--- config.mk ---
export PLATFORM = sky130hd
export DESIGN_NAME = fbpa_frontier
export DESIGN_NICKNAME = d
export VERILOG_FILES = /design/src/rtl/fbpa_pkg.sv /design/src/rtl/fbpa_frontier.sv
export SDC_FILE = /design/constraint.sdc
export NUM_CORES = 1
export LEC_CHECK = 0
export ABC_AREA = 1
export BUFFER_PORTS_ARGS = -buffer_cell sky130_fd_sc_hd__clkbuf_2
export CORE_MARGIN = 2
export CORE_UTILIZATION = 62
export CTS_CLUSTER_DIAMETER = 60
export DETAILED_ROUTE_END_ITERATION = 10
export GPL_TIMING_DRIVEN = 0
export MAX_ROUTING_LAYER = met4
export PLACE_DENSITY = 0.86
export SYNTH_ARGS = -nofsm -noshare
export SYNTH_HDL_FRONTEND = slang
export SYNTH_SLANG_ARGS = --single-unit
--- constraint.sdc ---
create_clock -name clk_i -period 4.62 [get_ports clk_i]
set_input_delay 0.231 -clock clk_i [delete_from_list [all_inputs] [get_ports clk_i]]
set_output_delay 0.231 -clock clk_i [all_outputs]
set_load 0.005 [all_outputs]
--- src/rtl/fbpa_pkg.sv ---
// Shared constants, codes and types of the block pool allocator
`default_nettype none

package fbpa_pkg;

  localparam int unsigned MaxBlocks = 1024;
  localparam int unsigned PoolDepth = 1024;
  localparam int unsigned IdxW      = 10;
  localparam int unsigned CntW      = 11;
  localparam int unsigned LinkW     = IdxW + 1;

  localparam int unsigned LimitInt  = (MaxBlocks < PoolDepth) ? MaxBlocks : PoolDepth;
  localparam logic [CntW-1:0] BlockLimit  = CntW'(LimitInt);
  localparam logic [CntW-1:0] EndMax      = {CntW{1'b1}};
  localparam logic [CntW-1:0] ResetChunk  = CntW'(4);

  typedef enum logic {
    OpAlloc = 1'b0,
    OpFree  = 1'b1
  } op_e;

  typedef enum logic [1:0] {
    StatusOk        = 2'd0,
    StatusExhausted = 2'd1,
    StatusBadFree   = 2'd2
  } status_e;

  typedef enum logic {
    StateIdle = 1'b0,
    StatePop  = 1'b1
  } state_e;

  // frontier tracker view seen by the request logic
  typedef struct packed {
    logic [CntW-1:0] frontier;
    logic [CntW-1:0] count;
    logic [CntW-1:0] count_adv;
  } front_stat_t;

endpackage

`default_nettype wire

--- src/rtl/fbpa_frontier.sv ---
// Lazy frontier and chunk bookkeeping, plus the chunk size register
`default_nettype none

module fbpa_frontier (
  input  wire logic                      clk_i,
  input  wire logic                      rst_ni,
  input  wire logic                      cfg_we_i,
  input  wire logic [fbpa_pkg::CntW-1:0] cfg_wdata_i,
  input  wire logic                      advance_i,
  output fbpa_pkg::front_stat_t          stat_o
);

  logic [fbpa_pkg::CntW-1:0] frontier_q, frontier_d;
  logic [fbpa_pkg::CntW-1:0] count_q, count_d;
  logic [fbpa_pkg::CntW-1:0] end_q, end_d;
  logic [fbpa_pkg::CntW-1:0] blocks_q, blocks_d;
  logic [fbpa_pkg::CntW-1:0] size_cur, size_new;
  logic [fbpa_pkg::CntW:0]   end_sum;
  logic                      at_end;

  // a chunk size of zero acts as one
  assign size_cur = (blocks_q == '0) ? fbpa_pkg::CntW'(1) : blocks_q;
  assign size_new = (cfg_wdata_i == '0) ? fbpa_pkg::CntW'(1) : cfg_wdata_i;
  assign at_end   = (frontier_q >= end_q);
  assign end_sum  = {1'b0, end_q} + {1'b0, size_cur};

  always_comb begin
    frontier_d = frontier_q;
    count_d    = count_q;
    end_d      = end_q;
    blocks_d   = blocks_q;
    if (cfg_we_i) begin
      blocks_d = cfg_wdata_i;
      // reload the first chunk end only before any block is touched
      if (frontier_q == '0) begin
        end_d = size_new;
      end
    end else if (advance_i) begin
      frontier_d = frontier_q + fbpa_pkg::CntW'(1);
      if (at_end) begin
        end_d   = end_sum[fbpa_pkg::CntW] ? fbpa_pkg::EndMax : end_sum[fbpa_pkg::CntW-1:0];
        count_d = count_q + fbpa_pkg::CntW'(1);
      end
    end
  end

  always_ff @(posedge clk_i or negedge rst_ni) begin
    if (!rst_ni) begin
      frontier_q <= '0;
      count_q    <= fbpa_pkg::CntW'(1);
      end_q      <= fbpa_pkg::ResetChunk;
      blocks_q   <= fbpa_pkg::ResetChunk;
    end else begin
      frontier_q <= frontier_d;
      count_q    <= count_d;
      end_q      <= end_d;
      blocks_q   <= blocks_d;
    end
  end

  assign stat_o.frontier  = frontier_q;
  assign stat_o.count     = count_q;
  assign stat_o.count_adv = at_end ? (count_q + fbpa_pkg::CntW'(1)) : count_q;

endmodule

`default_nettype wire

; Word-level counts from Yosys, hierarchy flattened
; Cells that the tools add are included.
[word_totals]
ff_bits = 44
out_inout_bits = 33
inputBits = 15
[op_classes]
n_reduce_logical = 7
add_sub_neg = 3
eq_ne = 1
bitwise = 1
order_cmp = 1
muxes = 8
[ops]
columns = operator, count
row1 = $mux W11, 8
row2 = $logic_not A11 Y1, 3
row3 = $add A11 B1 Y11 const B, 2
row4 = $add A11 B11 Y12, 1
row5 = $ge A11 B11 Y1, 1
row6 = $reduce_bool A2 Y1, 2
row7 = $reduce_and A3 Y1, 1
row8 = $ne A2 B1 Y1 const B, 1
row9 = $reduce_and A2 Y1, 1
row10 = $not A1 Y1, 1

; Logic depth before layout (Yosys ltp)
; Gate-level depths: netlist of the first run.
[logic_depth]
ltp_word = 7
depth_mapped = 17
mapped_depth_nobuf = 17

; Worst setup path before layout of the first run
; No wires, ideal clock.
[synth_path]
path_type = register to register
from = reg blocks_q[1] (netlist name)
to = reg end_q[8] (netlist name)
path_slack_ns = 2.363
arrival_time_ns = 2.140
period_less_slack_ns = 2.257
stages_incl_launch_ff = 17
cell_sequence = dfrtp_1 -> inv_1 -> nand2_1 -> o41ai_1 -> ha_1 -> inv_1 -> fa_1 -> inv_1 -> nand3_1 -> nand3_1 -> nand2_1 -> nand3_1 -> nand3_1 -> nand2_1 -> nand2_1 -> nand2_1 -> nand2_1
[synth_via]
elab_chain_cells = 7
[synth_rtl]
columns = element, line_no
row1 = start: declaration, fbpa_frontier.sv:16  ; logic [fbpa_pkg::CntW-1:0] blocks_q, blocks_d;
row2 = start signal: assignment, fbpa_frontier.sv:52  ; blocks_q <= fbpa_pkg::ResetChunk;
row3 = start signal: assignment, fbpa_frontier.sv:57  ; blocks_q <= blocks_d;
row4 = $logic_not A11 Y1, fbpa_frontier.sv:22  ; assign size_cur = (blocks_q == '0) ? fbpa_pkg::CntW'(1) : blocks_q;
row5 = $mux W11 (*), fbpa_frontier.sv:22
row6 = $add A11 B11 Y12 (*), fbpa_frontier.sv:25  ; assign end_sum = {1'b0, end_q} + {1'b0, size_cur};
row7 = $mux W11 (*), fbpa_frontier.sv:41  ; end_d = end_sum[fbpa_pkg::CntW] ? fbpa_pkg::EndMax : end_sum[fbpa_pkg::CntW-1:0];
row8 = $mux W11 (*), fbpa_frontier.sv:40  ; if (at_end) begin
row9 = $mux W11 (*), fbpa_frontier.sv:38  ; end else if (advance_i) begin
row10 = $mux W11 (*), fbpa_frontier.sv:32  ; if (cfg_we_i) begin
row11 = end signal: assignment, fbpa_frontier.sv:51  ; end_q <= fbpa_pkg::ResetChunk;
row12 = end signal: assignment, fbpa_frontier.sv:56  ; end_q <= end_d;
row13 = end: declaration, fbpa_frontier.sv:15  ; logic [fbpa_pkg::CntW-1:0] end_q, end_d;
; Mark *: on every way between the ends. The rest lies on a longest branch, timed or not. The select of a mux whose other input is x is not followed.
; A chain may end at the register's enable or synchronous reset.

==> results of run 1 <==
cell families (layout without fill, tap and decap cells):
family	count (synthesis)	after routing
adders and majority gates	26	26
DFF	44	44
and+or+nand+nor	265	265
xor gates and xnor gates	22	22
buffers and inverters	82	136
AOI/OAI and AO/OA	32	32
registers in the layout, indices dropped and copies added (netlist names):
name	flops
blocks_q	11
count_q	11
end_q	11
frontier_q	11
cell type report:
class / count / share of cell area, %
sequential: 44 / 29.6
clock inverter: 2 / 0.336
timing repair buffer: 46 / 6.18
multi-input combinational: 345 / 50.7
inverter: 65 / 6.55
tap: 70 / 2.35
clock buffer: 6 / 1.95
buffer: 17 / 2.32
power groups by stage:
stage	clock (µW)	sequential, µW	combinational, µW
6_report	242	618	1040
5_1_grt	262	632	1190
4_1_cts	246	614	1030
3_5_place_dp	0	620	1020
3_3_place_gp	0	618	991
2_1_floorplan	0	586	758
worst reg2reg max path, stage by stage, from the launching register on:
cell and delay [ns]:
dfrtp_1 0.39, inv_1 0.11, nand2_1 0.06, o41ai_1 0.33, ha_1 0.25, inv_1 0.06, fa_1 0.40, inv_1 0.10
nand3_1 0.07, nand3_1 0.15, nand2_1 0.10, nand3_1 0.09, nand3_1 0.10, nand2_1 0.08, nand2_1 0.05, nand2_1 0.06
nand2_1 0.05
cells in the final DEF, fill, tap and decap left out, types with 2 or more instances in the layout:
cell type,instances
nor3_1,3
clkbuf_8,5
nand3_1,43
nor2_1,21
o21a_1,2
nand2_2,9
clkbuf_2,46
nand2_1,168
xor2_1,14
clkbuf_1,12
inv_1,64
buf_6,2
dfrtp_1,41
buf_2,3
o21ai_1,2
nand4_1,7
o21ai_0,14
dfstp_2,3
nor4_1,5
nand2_4,2
ha_1,25
xnor2_1,8
a31oi_1,2
nor2_4,2
a21oi_1,9
worst paths after layout:
check	slack (ns)	to	cells past startpoint	start
max	2.01	stat_o[1]	9	frontier_q[8]
min	0.13	count_q[8]	1	rst_ni
max reg2reg	2.07	end_q[8]	16	blocks_q[1]
min reg2reg	0.53	blocks_q[3]	2	blocks_q[3]
max in group asynchronous	3.80	end_q[3]	1	rst_ni
min in group clk_i	0.19	blocks_q[2]	3	cfg_wdata_i[2]
cells in the mapped netlist (all sizes together) (6+ instances only):
master,instances
a21oi,9
buf,6
clkbuf,11
dfrtp,41
ha,25
inv,64
nand2,179
nand3,43
nand4,8
nor2,25
nor4,6
o21ai,16
xnor2,8
xor2,14
routing by layer:
| layer | share of wire, % | wire length (µm) | vias up |
|---|---|---|---|
| li1 | - | - | 1586 |
| met1 | 46 | 3720 | 1493 |
| met2 | 47 | 3810 | 90 |
| met3 | 5.0 | 407 | 15 |
| met4 | 1.5 | 124 | 0 |
| met5 | 0 | 0 | - |
stage by stage:
| stage | hold WS (ns) | cells | setup WS (ns) | total power, µW |
|---|---|---|---|---|
| after CTS | 0.172 | 595 | 2.01 | 1890 |
| after floorplan | -0.0646 | 471 | 2.36 | 1340 |
| after global placement | 0.478 | 587 | 2.10 | 1610 |
| after detailed placement | 0.487 | 587 | 2.09 | 1640 |
| after global routing | 0.194 | 595 | 1.77 | 2080 |
| final | 0.133 | 595 | 2.01 | 1900 |
==> run metrics, run 1 <==
status=completed; Clock Skews=0.00681 ns; area grow syn2layout=12.1%; Flop pwr share=32.6%; TritonCTS Sinks=44; Top Ports=48; buffers plus inverters on the worst setup path=2; Internal=1000 µW; post-route ant nets=0; die area=5960 µm²; Slew Viols, Final=0; mux contribution to synthesized area=0%; VDD IR-drop max=0.332 mV; Initial DRC Count=220; Comb pwr share=54.7%; Synth Area in Compound Gates=5.72%; number of CTS-inserted buffers=5; Top delay family on crit path=compound AO/OA/AOI/OAI gates; multi-input logic area=1890 µm²; setup TNS=0 ns; share of layout cells above drive strength 1=15.4%; # nets final=~570; Area contributors post-synth=dfrtp_1, nand2_1, ha_1, inv_1, nand3_1; Period Utilization, post-route=56.6%; post-synthesis xor/xnor area fraction=5.80%; Syn Inst Count=471; Rows=26; area leader, netlist=dfrtp_1; CTS Root Cell=clkbuf_8; Fillers=452; design area=3730 µm²; RSZ-0062 raised after global routing=false; gr usage total=29.5%; hold_buf cts=0; Synth Area in Simple Gates=roughly a third; PD cells=~510 nW/µm²; critical path cell sequence=ha_1 -> a21oi_1 -> o21ai_1 -> a31oi_4 -> nand2_4 -> buf_6 -> nand2_1 -> o21a_1 -> clkbuf_2; Bufs on Longest Clock Path=2; vias in the first global route=3025; critical path's slowest cell=dfrtp_1; power share of the clock group=12.8%; Mean Syn Cell Area=a little over 7 µm²; GPL Wtd Cong=0.934; Post-Syn Area=3320 µm²; GR Overflow Total=0; Via density=between 5 and 6; final count of hold timing violations=0; ys flop type=dfrtp_1; M1 GR Usage=40.1%; # setup viols final=0; Post-CTS Setup Repair Bufs=0; Synthesized Nets=512; Sw Share=47.2%; DP Area=~3600 µm²; drt drc=0; Crit Path Max Fanout=10; CP Capture Type=primary output; crit-path max cell delay=0.46 ns; initial antenna violation count=0; FF+latch area=1100 µm²; Final min period=approximately 2.6 ns; Routed WL per cell=between 10 and 15 µm; CP arrival=2.38 ns; Net Switching=~900 µW; 1st-pass router iterations=5; gr busiest metal=met2; crit start category=register; largest net degree at the start of global routing=45; CTS tree=yes; met2 usage=47.4%; Post-Synth Adder-Cell Area=10.0%; HPWL after DPL=between 6000 and 7000 µm; worst-margin pin slew=around 1.1 ns; Initial Util=between 60% and 70%; FMAX=383 MHz; via count of the routed design=about 3200; die height=77.2 µm; worst hold path class=primary input to async pin; chip width=approximately 77 µm; Yosys reg bits=44; number of max-cap violations=0; H-tree Lvls=2; Synth top area share=30.9%; main combinational cell family by area after synthesis=simple AND/OR/NAND/NOR gates; diode count=0; Synth warnings=0; Post-Route WL=8060 µm; Post-synth EDFFs=0; Placeable Area=5140 µm²; met3 Track Usage GR=roughly 4.2%; Async S/R FF share, synth=100%; Seq/Total Area, Yosys=33.2%; crit path kind=register to primary output; CP required=~4.4 ns; Leak Pwr=0.00215 µW; Yosys cell types=34; Max-slew headroom=about a quarter; clock transition at the registers of the reported paths=approximately 0.090 ns; Worst-Skew Late Latency=0.30 ns; # resized after CTS=0; Util after Layout=72.5%; PortBufs=46; first-pass GRT wire length=13900 µm
No activity file was read; power rests on OpenSTA's default activity.
==> inputs of run 2 (changes only) <==
--- a/config.mk
+++ b/config.mk
@@ -8,12 +8,12 @@
 export ABC_AREA = 1
 export BUFFER_PORTS_ARGS = -buffer_cell sky130_fd_sc_hd__clkbuf_2
 export CORE_MARGIN = 2
-export CORE_UTILIZATION = 62
+export CORE_UTILIZATION = 58
 export CTS_CLUSTER_DIAMETER = 60
 export DETAILED_ROUTE_END_ITERATION = 10
 export GPL_TIMING_DRIVEN = 0
 export MAX_ROUTING_LAYER = met4
-export PLACE_DENSITY = 0.86
+export PLACE_DENSITY = 0.81
 export SYNTH_ARGS = -nofsm -noshare
 export SYNTH_HDL_FRONTEND = slang
 export SYNTH_SLANG_ARGS = --single-unit
==> constraint.sdc (replaced) <==
create_clock -name clk_i -period 2.5 [get_ports clk_i]
set_input_delay 0.125 -clock clk_i [delete_from_list [all_inputs] [get_ports clk_i]]
set_output_delay 0.125 -clock clk_i [all_outputs]
set_load 0.005 [all_outputs]
==> run 2 against run 1 <==
Via count grew 1.4%; clock power increased by 96%; die area rose by 6.5%; combinational power up 98%; final cell count grew 1.5%; hold slack worse by 0.12 ns; wire length about the same; highest routed layer unchanged.
==> run metrics, run 2 (same netlist as run 1, synthesis figures left out) <==
CTS Root Cell=clkbuf_8; Slew Viols, Final=0 (unchanged); initial antenna violation count=0 (unchanged); Worst-Skew Late Latency=0.30 ns (about the same); DP Area=3640 µm² (about the same); VDD IR-drop max=0.552 mV (+66%); reg2reg setup slack=0.1 ns (-1.97 ns); vias in the first global route=2913 (-3.7%); Setup crit end=end_q[8]; RSZ-0062 raised after global routing=true; die height=79.7 µm (+3.2%); chip width=79.7 µm (+3.2%); power share of the clock group=12.9% (about the same); Top delay family on crit path=simple AND/OR/NAND/NOR gates; TritonCTS Sinks=44 (unchanged); Initial Util=60.4% (-4.3 points); Top Ports=48 (unchanged); Period Utilization, post-route=between 90 and 100%; 1st-pass router iterations=4 (-1); Finished Layout Cells=604 (+1.5%); die area=6350 µm² (+6.5%); Routed WL per cell=13.3 µm (-1.6%); PortBufs=46 (unchanged); # nets final=572 (+1.2%); critical path cell sequence=inv_1 -> nand4_1 -> o41ai_2 -> ha_2 -> inv_2 -> fa_2 -> inv_2 -> nand3_2 -> nand3_4 -> nand2_4 -> nand3_2 -> nand3_1 -> nand2_1 -> nand2_1 -> nand2_1 -> nand2_1; gr usage total=27.3% (-2.1 points); total power draw=3670 µW (+93%); start point of the critical path=blocks_q[6]; commonest non-fill, non-tap cell in the layout=nand2_1; design area=3860 µm² (+3.6%); Rows=27 (+3.8%); worst hold path class=primary input to async pin; number of CTS-inserted buffers=5 (unchanged); Worst R2R Path Depth=16 (unchanged); GPL Wtd Cong=0.950 (+1.8%); Reg-to-Reg End=end_q[8]; cell count along the critical path=16 (+7); Fillers=480 (+6.2%); via count of the routed design=3228 (+1.4%); largest net degree at the start of global routing=45 (unchanged); final count of hold timing violations=0 (unchanged); number of max-cap violations=0 (unchanged); GR Overflow Total=0 (unchanged); H-tree Lvls=2 (unchanged); status=completed; FMAX=416 MHz; Util after Layout=70.1% (-2.4 points); CP Capture Type=register; Via density=5.34 (-0.13%); first-pass GRT wire length=13300 µm (-4.2%); CP arrival=2.60 ns (+0.22 ns); crit path kind=register to register; Placeable Area=5510 µm² (+7.1%); Flop pwr share=31.0% (-1.6 points); clock transition at the registers of the reported paths=0.08 ns (about the same); Max-slew headroom=25.6% (+0.39 points); CTS tree=yes; share of layout cells above drive strength 1=19.5% (+4.1 points); crit-path max cell delay=0.38 ns (-0.08 ns); critical path's slowest cell=dfrtp_1; Sw Share=46.5% (-0.69 points); HPWL after DPL=6200 µm (-0.28%); Net Switching=1710 µW (+91%); area grow syn2layout=16.1%; post-route ant nets=0 (unchanged); CP required=2.69 ns (-1.70 ns); PD cells=950 nW/µm² (+87%); Final min period=2.40 ns; buffers plus inverters on the worst setup path=3 (+1); Comb pwr share=56.1% (+1.4 points); Leak Pwr=0.00223 µW (+4.0%); Internal=1960 µW (+96%); Initial DRC Count=168 (-24%); most frequent cells in the layout=nand2_1, inv_1, clkbuf_2, dfrtp_1, nand3_1; RR Startpoint=blocks_q[6]; Bufs on Longest Clock Path=2 (unchanged); setup TNS=0 ns (unchanged); diode count=0 (unchanged); Post-Route WL=8050 µm (about the same); DP Cell Count=589 (+0.34%); Crit Path Max Fanout=3 (-7); CP dominant cell by count=nand2_1; # setup viols final=0 (unchanged); drt drc=0 (unchanged); Clock Skews=0.00870 ns (+0.00189 ns); worst-margin pin slew=1.12 ns (-0.00583 ns); crit start category=register
==> run 2: power by group through the flow <==
stage / Sequential [µW] / Clock [µW] / Combinational, µW
floorplan: 1080 / 0 / 1400
global placement: 1140 / 0 / 1820
detailed placement: 1150 / 0 / 1890
CTS: 1130 / 483 / 1910
global route: 1160 / 512 / 2340
finish: 1140 / 474 / 2060
==> run 2: area by class of cell <==
type / instances / area, µm² / area share (%)
clock inverters: 1 / 7.51 / 0.194
multi-input cells: 345 / 1960 / 50.7
repair buffers: 53 / 283 / 7.32
inverters: 65 / 244 / 6.32
flip-flops and latches: 44 / 1100 / 28.6
plain buffers: 17 / 86.3 / 2.24
well taps: 72 / 90.1 / 2.33
clock buffers: 7 / 86.3 / 2.24
==> run 2: per-stage QoR <==
step           setup slack [ns]  hold WS (ns)
3_5_place_dp            -0.0415         0.387
6_report                 0.0967        0.0179
4_1_cts                  0.0242        0.0629
3_3_place_gp            0.00545         0.355
5_1_grt                  -0.101        0.0752
2_1_floorplan             0.243        -0.171
==> run 2: worst min path at each step <==
stage	startpoint	end	slack [ns]	cells past startpoint
after detailed placement	rst_ni	count_q[9]	0.39	1
after global placement	rst_ni	count_q[9]	0.35	1
final	rst_ni	count_q[9]	0.02	1
after CTS	rst_ni	count_q[10]	0.06	1
after global routing	cfg_wdata_i[3]	blocks_q[3]	0.08	3
after floorplan	rst_ni	blocks_q[0]	-0.17	0
==> run 2: timing repair <==
item	in CTS	in global routing
pin swaps	1	11
resized for setup	2	19
buffers inserted	1	6
hold buffers	0	0
setup endpoints to repair	2	12
==> run 2: metal layers <==
metal  vias to the layer above  track usage, %  part of all wire (%)
met5                         -               -                     0
met4                         0            8.28                   2.1
met3                        16            4.86                   5.4
met2                        91            42.5                    46
met1                      1515            36.6                    46
li1                       1606               -                     -
